[src/hdl/rcf_pkg.sv]
`default_nettype none

package rcf_pkg;

  // Microcode jump conditions
  localparam logic [1:0] COND_NEVER = 2'd0;
  localparam logic [1:0] COND_TICK  = 2'd1;
  localparam logic [1:0] COND_BUSY  = 2'd2;
  localparam logic [1:0] COND_LAST  = 2'd3;

  localparam int STEP_W = 2;

  // Step addresses
  localparam logic [STEP_W-1:0] STEP_WAIT   = 2'd0;
  localparam logic [STEP_W-1:0] STEP_UPDATE = 2'd1;
  localparam logic [STEP_W-1:0] STEP_EMIT   = 2'd2;
  localparam logic [STEP_W-1:0] STEP_ADV    = 2'd3;

  // Channel slots in the per-ring storage
  localparam int CH_RED   = 0;
  localparam int CH_GREEN = 1;
  localparam int CH_BLUE  = 2;
  localparam int CH_LEVEL = 3;
  localparam int NUM_CH   = 4;

  localparam int LAYOUT_LAST = 6;

  // Reciprocal of five: x / 5 == (x * 205) >> 10 for x <= 255
  localparam logic [7:0] RECIP_FIVE = 8'd205;

  localparam logic OP_SET  = 1'b0;
  localparam logic OP_TICK = 1'b1;

  typedef struct packed {
    logic              in_rdy;
    logic              clr_ring;
    logic              upd;
    logic              emit;
    logic              inc_ring;
    logic [1:0]        cond;
    logic [STEP_W-1:0] jmp;
    logic [STEP_W-1:0] seq;
  } ctrl_t;

  typedef struct packed {
    logic tick_acc;
    logic out_busy;
    logic ring_last;
  } stat_t;

  // Control store
  function automatic ctrl_t ucode(input logic [STEP_W-1:0] step);
    ctrl_t w;
    w = '0;
    case (step)
      STEP_WAIT: begin
        w.in_rdy = 1'b1; w.clr_ring = 1'b1;
        w.cond = COND_TICK; w.jmp = STEP_UPDATE; w.seq = STEP_WAIT;
      end
      STEP_UPDATE: begin
        w.upd = 1'b1;
        w.cond = COND_NEVER; w.jmp = STEP_UPDATE; w.seq = STEP_EMIT;
      end
      STEP_EMIT: begin
        w.emit = 1'b1;
        w.cond = COND_BUSY; w.jmp = STEP_EMIT; w.seq = STEP_ADV;
      end
      STEP_ADV: begin
        w.inc_ring = 1'b1;
        w.cond = COND_LAST; w.jmp = STEP_WAIT; w.seq = STEP_UPDATE;
      end
      default: w = '0;
    endcase
    return w;
  endfunction

  // LED strip layout, clamped past the last ring
  function automatic logic [7:0] ring_bound(input logic [4:0] z);
    logic [7:0] b;
    case ((z > 5'(LAYOUT_LAST)) ? 5'(LAYOUT_LAST) : z)
      5'd0:    b = 8'd0;
      5'd1:    b = 8'd8;
      5'd2:    b = 8'd24;
      5'd3:    b = 8'd48;
      5'd4:    b = 8'd80;
      5'd5:    b = 8'd116;
      default: b = 8'd160;
    endcase
    return b;
  endfunction

  // Step one fifth of the way to the goal, truncated toward zero
  function automatic logic [7:0] approach(input logic [7:0] cur, input logic [7:0] goal);
    logic [8:0]  diff;
    logic [7:0]  mag;
    logic [15:0] prod;
    logic [7:0]  q;
    diff = {1'b0, goal} - {1'b0, cur};
    mag  = diff[8] ? 8'(-diff) : diff[7:0];
    prod = 16'(mag) * 16'(RECIP_FIVE);
    q    = {2'b00, prod[15:10]};
    return diff[8] ? cur - q : cur + q;
  endfunction

endpackage

`default_nettype wire

[src/hdl/ring_color_fader_top.sv]
`default_nettype none

// Ring color fader. A set word (opcode 0) stores one ring's target color and
// brightness, and with jump_now also makes it the current value;
// ring indexes at or past NUM_RINGS are ignored. A tick word (opcode 1) walks
// the rings in order: for each ring the current channels move one fifth of the
// way to the target, then one output word gives the ring's LED span and its
// brightness-scaled pixel, with last_ring on the final ring. A small microcode
// program steps the datapath through update, emit and advance steps for each
// ring; the emit step waits while the previous output word is still held by
// back-pressure. Set words are taken back to back while no tick is in
// progress, and the next word is taken while the last output word still waits.
module ring_color_fader_top
  import rcf_pkg::*;
#(
  parameter int NUM_RINGS = 6
) (
  input  wire        clk,
  input  wire        rst,
  input  wire        in_valid,
  output logic       in_ready,
  input  wire        opcode,
  input  wire  [2:0] ring_index,
  input  wire  [7:0] target_red,
  input  wire  [7:0] target_green,
  input  wire  [7:0] target_blue,
  input  wire  [7:0] target_level,
  input  wire        jump_now,
  output logic       out_valid,
  input  wire        out_ready,
  output logic [2:0] ring_number,
  output logic [7:0] first_led,
  output logic [5:0] led_count,
  output logic [7:0] pixel_red,
  output logic [7:0] pixel_green,
  output logic [7:0] pixel_blue,
  output logic       last_ring
);

  ctrl_t ctrl;
  stat_t stat;

  rcf_seq u_seq (
    .clk  (clk),
    .rst  (rst),
    .stat (stat),
    .ctrl (ctrl)
  );

  rcf_datapath #(
    .NUM_RINGS (NUM_RINGS)
  ) u_dp (
    .clk          (clk),
    .rst          (rst),
    .ctrl         (ctrl),
    .stat         (stat),
    .in_valid     (in_valid),
    .in_ready     (in_ready),
    .opcode       (opcode),
    .ring_index   (ring_index),
    .target_red   (target_red),
    .target_green (target_green),
    .target_blue  (target_blue),
    .target_level (target_level),
    .jump_now     (jump_now),
    .out_valid    (out_valid),
    .out_ready    (out_ready),
    .ring_number  (ring_number),
    .first_led    (first_led),
    .led_count    (led_count),
    .pixel_red    (pixel_red),
    .pixel_green  (pixel_green),
    .pixel_blue   (pixel_blue),
    .last_ring    (last_ring)
  );

endmodule

`default_nettype wire

[src/hdl/rcf_seq.sv]
`default_nettype none

module rcf_seq
  import rcf_pkg::*;
(
  input  wire   clk,
  input  wire   rst,
  input  stat_t stat,
  output ctrl_t ctrl
);

  logic [STEP_W-1:0] step;
  logic              take;

  assign ctrl = ucode(step);

  // Jump condition select
  always_comb begin
    case (ctrl.cond)
      COND_NEVER: take = 1'b0;
      COND_TICK:  take = stat.tick_acc;
      COND_BUSY:  take = stat.out_busy;
      COND_LAST:  take = stat.ring_last;
      default:    take = 1'b0;
    endcase
  end

  // Step counter
  always_ff @(posedge clk) begin
    if (rst) begin
      step <= STEP_WAIT;
    end else begin
      step <= take ? ctrl.jmp : ctrl.seq;
    end
  end

endmodule

`default_nettype wire

[src/hdl/rcf_datapath.sv]
`default_nettype none

module rcf_datapath
  import rcf_pkg::*;
#(
  parameter int NUM_RINGS = 6
) (
  input  wire        clk,
  input  wire        rst,
  input  ctrl_t      ctrl,
  output stat_t      stat,
  input  wire        in_valid,
  output logic       in_ready,
  input  wire        opcode,
  input  wire  [2:0] ring_index,
  input  wire  [7:0] target_red,
  input  wire  [7:0] target_green,
  input  wire  [7:0] target_blue,
  input  wire  [7:0] target_level,
  input  wire        jump_now,
  output logic       out_valid,
  input  wire        out_ready,
  output logic [2:0] ring_number,
  output logic [7:0] first_led,
  output logic [5:0] led_count,
  output logic [7:0] pixel_red,
  output logic [7:0] pixel_green,
  output logic [7:0] pixel_blue,
  output logic       last_ring
);

  localparam int RW = (NUM_RINGS > 1) ? $clog2(NUM_RINGS) : 1;
  localparam int IW = (RW > 3) ? RW : 3;

  logic [7:0]    cur  [NUM_RINGS][NUM_CH];
  logic [7:0]    goal [NUM_RINGS][NUM_CH];
  logic [RW-1:0] ring;
  logic [IW-1:0] set_idx;
  logic          in_acc;
  logic          set_ok;
  logic          emit_fire;
  logic [7:0]    tgt [NUM_CH];
  logic [7:0]    pix [3];
  logic [7:0]    end_led;
  logic [7:0]    lvl;

  assign in_ready  = ctrl.in_rdy;
  assign in_acc    = in_valid & in_ready;
  assign set_idx   = IW'(ring_index);
  assign set_ok    = in_acc && (opcode == OP_SET) && (int'(ring_index) < NUM_RINGS);
  assign emit_fire = ctrl.emit & ~stat.out_busy;

  assign tgt[CH_RED]   = target_red;
  assign tgt[CH_GREEN] = target_green;
  assign tgt[CH_BLUE]  = target_blue;
  assign tgt[CH_LEVEL] = target_level;

  assign stat.tick_acc  = in_acc && (opcode == OP_TICK);
  assign stat.out_busy  = out_valid & ~out_ready;
  assign stat.ring_last = (ring == RW'(NUM_RINGS - 1));

  // Per-ring goal and current values
  always_ff @(posedge clk) begin
    if (rst) begin
      for (int z = 0; z < NUM_RINGS; z++) begin
        for (int k = 0; k < NUM_CH; k++) begin
          cur[z][k]  <= 8'd0;
          goal[z][k] <= 8'd0;
        end
      end
    end else if (set_ok) begin
      for (int k = 0; k < NUM_CH; k++) begin
        goal[set_idx[RW-1:0]][k] <= tgt[k];
        if (jump_now) begin
          cur[set_idx[RW-1:0]][k] <= tgt[k];
        end
      end
    end else if (ctrl.upd) begin
      for (int k = 0; k < NUM_CH; k++) begin
        cur[ring][k] <= approach(cur[ring][k], goal[ring][k]);
      end
    end
  end

  // Ring counter
  always_ff @(posedge clk) begin
    if (rst) begin
      ring <= '0;
    end else if (ctrl.clr_ring) begin
      ring <= '0;
    end else if (ctrl.inc_ring && !stat.ring_last) begin
      ring <= ring + RW'(1);
    end
  end

  // Brightness scaling, +1 when both channel and level are nonzero
  assign lvl = cur[ring][CH_LEVEL];
  always_comb begin
    for (int k = 0; k < 3; k++) begin
      pix[k] = 8'((16'(cur[ring][k]) * 16'(lvl)) >> 8)
             + 8'((cur[ring][k] != 8'd0) && (lvl != 8'd0));
    end
  end

  assign end_led = ring_bound(5'(ring) + 5'd1);

  // Output word register
  always_ff @(posedge clk) begin
    if (rst) begin
      out_valid <= 1'b0;
    end else if (emit_fire) begin
      out_valid <= 1'b1;
    end else if (out_ready) begin
      out_valid <= 1'b0;
    end
  end

  always_ff @(posedge clk) begin
    if (emit_fire) begin
      ring_number <= 3'(ring);
      first_led   <= ring_bound(5'(ring));
      led_count   <= 6'(end_led - ring_bound(5'(ring)));
      pixel_red   <= pix[CH_RED];
      pixel_green <= pix[CH_GREEN];
      pixel_blue  <= pix[CH_BLUE];
      last_ring   <= stat.ring_last;
    end
  end

endmodule

`default_nettype wire

[config.mk]
export PLATFORM = sky130hd
export DESIGN_NAME = ring_color_fader_top
export DESIGN_NICKNAME = d
export VERILOG_FILES = /design/src/hdl/rcf_pkg.sv /design/src/hdl/ring_color_fader_top.sv /design/src/hdl/rcf_seq.sv /design/src/hdl/rcf_datapath.sv
export SDC_FILE = /design/constraint.sdc
export NUM_CORES = 2
export LEC_CHECK = 0
export BUFFER_PORTS_ARGS = -buffer_cell sky130_fd_sc_hd__buf_4
export CORE_ASPECT_RATIO = 1.4
export CORE_UTILIZATION = 45
export DETAILED_ROUTE_END_ITERATION = 6
export PLACE_DENSITY = 0.61
export SLEW_MARGIN = 20
export SYNTH_ARGS = -nofsm -noshare
export SYNTH_HDL_FRONTEND = slang
export SYNTH_SLANG_ARGS = --single-unit
[constraint.sdc]
create_clock -name clk -period 10.2 [get_ports clk]
set_input_delay 1.02 -clock clk [delete_from_list [all_inputs] [get_ports clk]]
set_output_delay 1.02 -clock clk [all_outputs]
set_load 0.1 [all_outputs]
; ---- Yosys cells after proc, flatten, opt, wreduce, memory -nomap -nowiden
; Memories as Yosys holds them, arrays and structs flattened. A register that Yosys moved wholly into a read port is not among the register bits.
; Index checks and enable logic that the tools add are counted.
[totals]
n_memories = 2
mem_bits_rw = 384
rom_bits = 0
in_bits = 41
latch_bits = 0
regBits = 48
word_cells = 136
output_inout_bits = 44
[classes]
reduce_logical = 21
mul = 7
n_bitwise = 6
mux = 48
magnitude_cmp = 3
div_mod_pow = 0
n_eq_ne = 17
addsub = 22
shifts = 0
[memory_table]
columns = name, words, word_bits, read_ports, rd_clocked_by_memory_dff, write_ports, line_no
row1 = u_dp.cur, 6, 32, 1, 1, 6, rcf_datapath.sv:35  ; logic [7:0] cur [NUM_RINGS][NUM_CH];
row2 = u_dp.goal, 6, 32, 1, 1, 6, rcf_datapath.sv:36  ; logic [7:0] goal [NUM_RINGS][NUM_CH];
[op_table]
columns = cell, n
row1 = 2-to-1 mux 32 bit, 3
row2 = OR reduction 32 bit, 3
row3 = "multiplier 8 x 8 -> 16 bit, second input constant", 4
row4 = 2-to-1 mux 8 bit, 8
row5 = multiplier 8 x 8 -> 16 bit, 3
row6 = one-hot mux 8 bit (6 select lines), 1
row7 = one-hot mux 6 bit (6 select lines), 1
row8 = subtractor 8 x 8 -> 9 bit, 4
row9 = adder 8 x 6 -> 8 bit, 4
row10 = negation 8 bit, 4
row11 = nonzero test 8 bit, 4
row12 = subtractor 8 x 6 -> 8 bit, 4
row13 = adder 8 x 1 -> 8 bit, 3
row14 = 2-to-1 mux 3 bit, 8
row15 = one-hot mux 6 bit (4 select lines), 1
row16 = 2-to-1 mux 1 bit, 21
row17 = "equality test 5 x 2 -> 1 bit, second input constant", 4
row18 = "equality test 5 x 3 -> 1 bit, second input constant", 4
row19 = "equality test 5 x 1 -> 1 bit, second input constant", 2
row20 = zero test 5 bit, 2
row21 = "equality test 2 bit, second input constant", 4
row22 = logical AND 1 bit, 7
row23 = 2-to-1 mux 6 bit, 1
row24 = subtractor 6 bit, 1
row25 = 16 further kinds, 23

; ---- Longest topological paths before layout
[logic_depth]
ltp_word = 11
mapped_depth = 49
ltp_nobuf = 43

; ---- Modules after synthesis
; A second synthesis with hierarchy kept.
[unflattened]
cells_unflattened = 3234
area_unflattened_um2 = 38197.9
[by_module_without_submodules]
columns = mod, n_inst, seq_area_each_um2, cells_per_inst, area_per_inst_um2
row1 = rcf_datapath, 1, 16625.9, 3211, 37988.9
row2 = rcf_seq, 1, 40.0, 23, 209.0

; ---- Worst setup path after synthesis
; No wires, ideal clock.
[synth_path]
path_type = reg2reg
start = reg with a tool-made name
end = mem u_dp.cur[6][23] (netlist name) (data pin)
path_buffers = 7
arrival_time_ns = 10.517
stages_incl_launch_ff = 48
required_time_ns = 9.935
path_slack_ns = -0.582
period_less_slack_ns = 10.782
path_cell_list = dfxtp_1 -> buf_6 -> buf_12 -> buf_4 -> buf_2 -> buf_2 -> buf_2 -> buf_2 -> mux4_2 -> mux2_2 -> ha_1 -> and2b_1 -> o2111a_1 -> nor2_1 -> nor2_1 -> a211oi_1 -> o41ai_1 -> xnor2_1 -> (+12 left out) -> a41oi_2 -> and2_1 -> nor2_1 -> xor2_1 -> ha_1 -> a21oi_1 -> ha_1 -> nor2b_1 -> o21ai_0 -> a21boi_0 -> o21ai_0 -> a21boi_0 -> o21ai_0 -> nand2b_1 -> xnor2_1 -> xnor2_1 -> o21bai_2 -> inv_1
[synth_lines]
columns = item, line_no
row1 = "end, declared", rcf_datapath.sv:35

==> results by group <==
Run status
  – Result of the run: complete, no violations

Routing
  – DRT Wirelength: 105000 um
  – Via count normalized by instance count: roughly 5.5
  – Routed wire per std cell: 22.5 um
  – Total via count after detailed routing: ~26000
  – DRC violation count after routing: 0
  – Pre-antenna DRT Iters: 5
  – Iteration-0 DRC count of the detailed router: 1792
  – Number of routed nets with antenna violations: 0

Global routing
  – Largest net degree at the start of global routing: 38
  – Global-route wire length before repair: around 160000 um
  – Final global-route overflow total: 0
  – Initial antenna violation count: 5
  – Vias in the first global route: 26227
  – Global Route Usage Sum: 24.2%

Clock network
  – H-tree depth reported by CTS: 2
  – Number of buffers created by CTS: 54
  – Number of buffers between clock root and the deepest sink: 3
  – Number of hold buffers added after cts: 0
  – Total clock sinks: 558
  – Clock insertion delay at the later pin of the skew report: 0.63 ns
  – Root buffer selected by CTS: sky130_fd_sc_hd__clkbuf_16
  – Reg clk slew, reported paths: 0.06 ns
  – TritonCTS clock tree: yes

Synth
  – Number of unique standard cell types used by synthesis: 103
  – Sequential element share of the synthesized area: 43.2%
  – Share of synthesized registers carrying an async set or reset: 0%
  – Number of enable-type register cells in the synthesized netlist: 549
  – Count of state elements after synthesis: 558
  – Average footprint of a synthesized cell: between 10 and 15 um2
  – Area of the mapped netlist: 38500 um2
  – Warnings, synthesis: 0
  – Syn Inst Count: 3248
  – Most used DFF post-synth: sky130_fd_sc_hd__edfxtp_1

Critical path
  – Worst reg2reg path depth: 42
  – Max stage delay cell, worst path: sky130_fd_sc_hd__fa_1
  – Endpoint of the most critical register-to-register path: u_dp.cur[1][7]$_SDFFCE_PN0P_
  – Maximum single-stage delay on the critical path: 0.53 ns
  – Req. time, crit path: 10.57 ns
  – Worst endpoint data arrival time: slightly above 10 ns
  – Critical path type: flop to flop
  – Maximum fanout encountered on the critical timing path: 8
  – Worst setup slack for register-to-register paths: about 0.37 ns
  – Critical Path Sink: u_dp.cur[1][7]$_SDFFCE_PN0P_
  – Startpoint type of the worst setup path: flop
  – CP Capture Type: flop

Cells and area
  – Net total in the final layout: 4058
  – Layout Area Growth over Synthesis: 13.7%
  – Combined area of the multi-input logic cells: 20500 um2
  – Reg area: 16700 um2
  – Most common cell after layout, fill and taps aside: sky130_fd_sc_hd__edfxtp_1
  – Ratio of cells with drive above 1 in the final layout: 17.3%
  – Highest-count cells in the layout ignoring fill and taps: 549 x sky130_fd_sc_hd__edfxtp_1, 392 x sky130_fd_sc_hd__nor2_1, 371 x sky130_fd_sc_hd__inv_1
  – Layout Cell Area excl Fill: 43800 um2
  – Fill count: roughly 7500

Timing
  – Clock Skews: roughly 0.026 ns
  – Setup-violating endpoint count in the final report: 0
  – Shortest period the worst path allows: 9.83 ns
  – Tightest slew margin relative to the limit: 25.7%
  – Hold violation total from the final report: 0
  – Final setup slack of the worst path: 0.371 ns
  – Upper clock frequency limit: around 100 MHz
  – Fin Hold WS: ~0.64 ns
  – Final slew viol count: 0
  – Final critical-path share of the clock period: 96.4%
  – Accumulated negative setup slack: 0 ns
  – Slew at the pin closest to its max-slew limit: between 1 and 1.5 ns

Place
  – Count of port buffers added during placement: 80
  – Worst setup timing slack at the placement stage: -0.130 ns
  – Post-Place Cell Area: 41600 um2
  – Post-DP HPWL: 75800 um
  – RD Place Congestion: 0.931

Floorplanning
  – Area of the core: 84500 um2
  – Number of placement rows: 126
  – Chip Height: 348 um
  – Area of the die: 86900 um2
  – Die Width: approximately 250 um
  – Initial standard-cell utilization of the core: 45.6%
  – Number of top-level design ports: 85

Run
  – Max-Cap Viols: 0

Worst hold path
  – Min-delay src: target_level[7]
  – Worst min path class: input port to flop
layer usage:
metal / vias up / track usage (%) / routed length, um
met3: 195 / 2.51 / 5130
met1: 12779 / 28.3 / 40300
met5: - / 0 / 0
met4: 0 / 10.1 / 4640
li1: 11858 / - / -
met2: 705 / 44.8 / 54600
per-stage QoR:
step	util [%]	std cells
2_1_floorplan	-	3315
3_3_place_gp	49.2	4513
3_5_place_dp	49.2	4513
4_1_cts	51.2	4614
5_1_grt	51.8	4644
6_report	51.8	4645
state kept, by name, indices dropped and copies added (netlist names), named ones only:
signal / cells
u_dp.pixel_blue: 8
u_dp.goal: 256
u_dp.first_led: 5
u_dp.led_count: 4
u_dp.ring: 3
u_seq.step: 2
u_dp.cur: 256
u_dp.out_valid: 1
u_dp.pixel_red: 8
u_dp.last_ring: 1
u_dp.pixel_green: 8
u_dp.ring_number: 3
worst min-delay path by stage:
| stage | slack, ns | cells past startpoint | to |
|---|---|---|---|
| 2_1_floorplan | 0.46 | 0 | u_dp.ring_number[1]$_DFFE_PP_ |
| 3_3_place_gp | 0.64 | 0 | u_dp.ring_number[0]$_DFFE_PP_ |
| 3_5_place_dp | 0.64 | 0 | u_dp.ring_number[0]$_DFFE_PP_ |
| 4_1_cts | 0.61 | 1 | u_dp.goal[7][7]$_DFFE_PP_ |
| 5_1_grt | 0.63 | 1 | u_dp.goal[6][7]$_DFFE_PP_ |
| 6_report | 0.64 | 1 | u_dp.goal[6][7]$_DFFE_PP_ |
Yosys cell counts, drive strengths merged (9+ instances only):
cell / instances / area [um2]
a211oi: 12 / 95.1
a21boi: 9 / 71.3
a21o: 57 / 429
a21oi: 89 / 460
and2: 197 / 1230
and3: 12 / 75.1
buf: 33 / 223
clkbuf: 84 / 315
dfxtp: 9 / 180
edfxtp: 549 / 16500
fa: 154 / 3080
ha: 352 / 4400
inv: 374 / 1400
mux2: 33 / 375
mux2i: 52 / 599
mux4: 128 / 2890
nand2: 165 / 622
nand2b: 18 / 113
nand3: 25 / 125
nand3b: 12 / 90.1
nand4: 21 / 131
nor2: 404 / 1520
nor2b: 22 / 138
nor3: 32 / 165
nor3b: 10 / 80.1
nor4: 9 / 62.6
o2111ai: 9 / 78.8
o211ai: 11 / 101
o21a: 16 / 121
o21ai: 54 / 285
o31ai: 9 / 67.6
or2: 17 / 106
xnor2: 110 / 963
xor2: 63 / 574
logic make-up after synthesis:
kind of cell | synth area share [%]
and+or+nand+nor | 12.1
DFF | 43.2
buffers and inverters | 5.07
other | 0.00973
muxes | 10.0
AOI/OAI and AO/OA | 6.12
adders and majority gates | 19.4
xor gates and xnor gates | 3.99
critical path: cells and delay by family, from the launching register on:
| family | cells | cell delay (ns) |
|---|---|---|
| buffers and inverters | 6 | 0.49 |
| flip-flops | 1 | 0.44 |
| XOR/XNOR | 4 | 0.83 |
| AND/OR/NAND/NOR | 7 | 0.87 |
| AO/OA/AOI/OAI | 14 | 2.76 |
| adder cells (fa/ha/maj) | 9 | 3.38 |
| multiplexers | 2 | 0.78 |
final cells by class:
type,instances,share of cell area [%]
multi-input combinational,2263,46.8
antenna,2,0.0114
sequential,558,38.1
inverter,377,3.23
timing repair buffer,257,4.98
clock inverter,36,0.534
clock buffer,64,3.27
tap,1088,3.11
repair_timing:
item | CTS | global route
setup buffers | 1 | 26
pin swaps | 1 | 21
setup endpoints to repair | 18 | 88
cloned | 0 | 2
resized for setup | 6 | 67
Power is not shown: default switching activity piles up to over one toggle a cycle in this logic, so the estimate is an artifact.
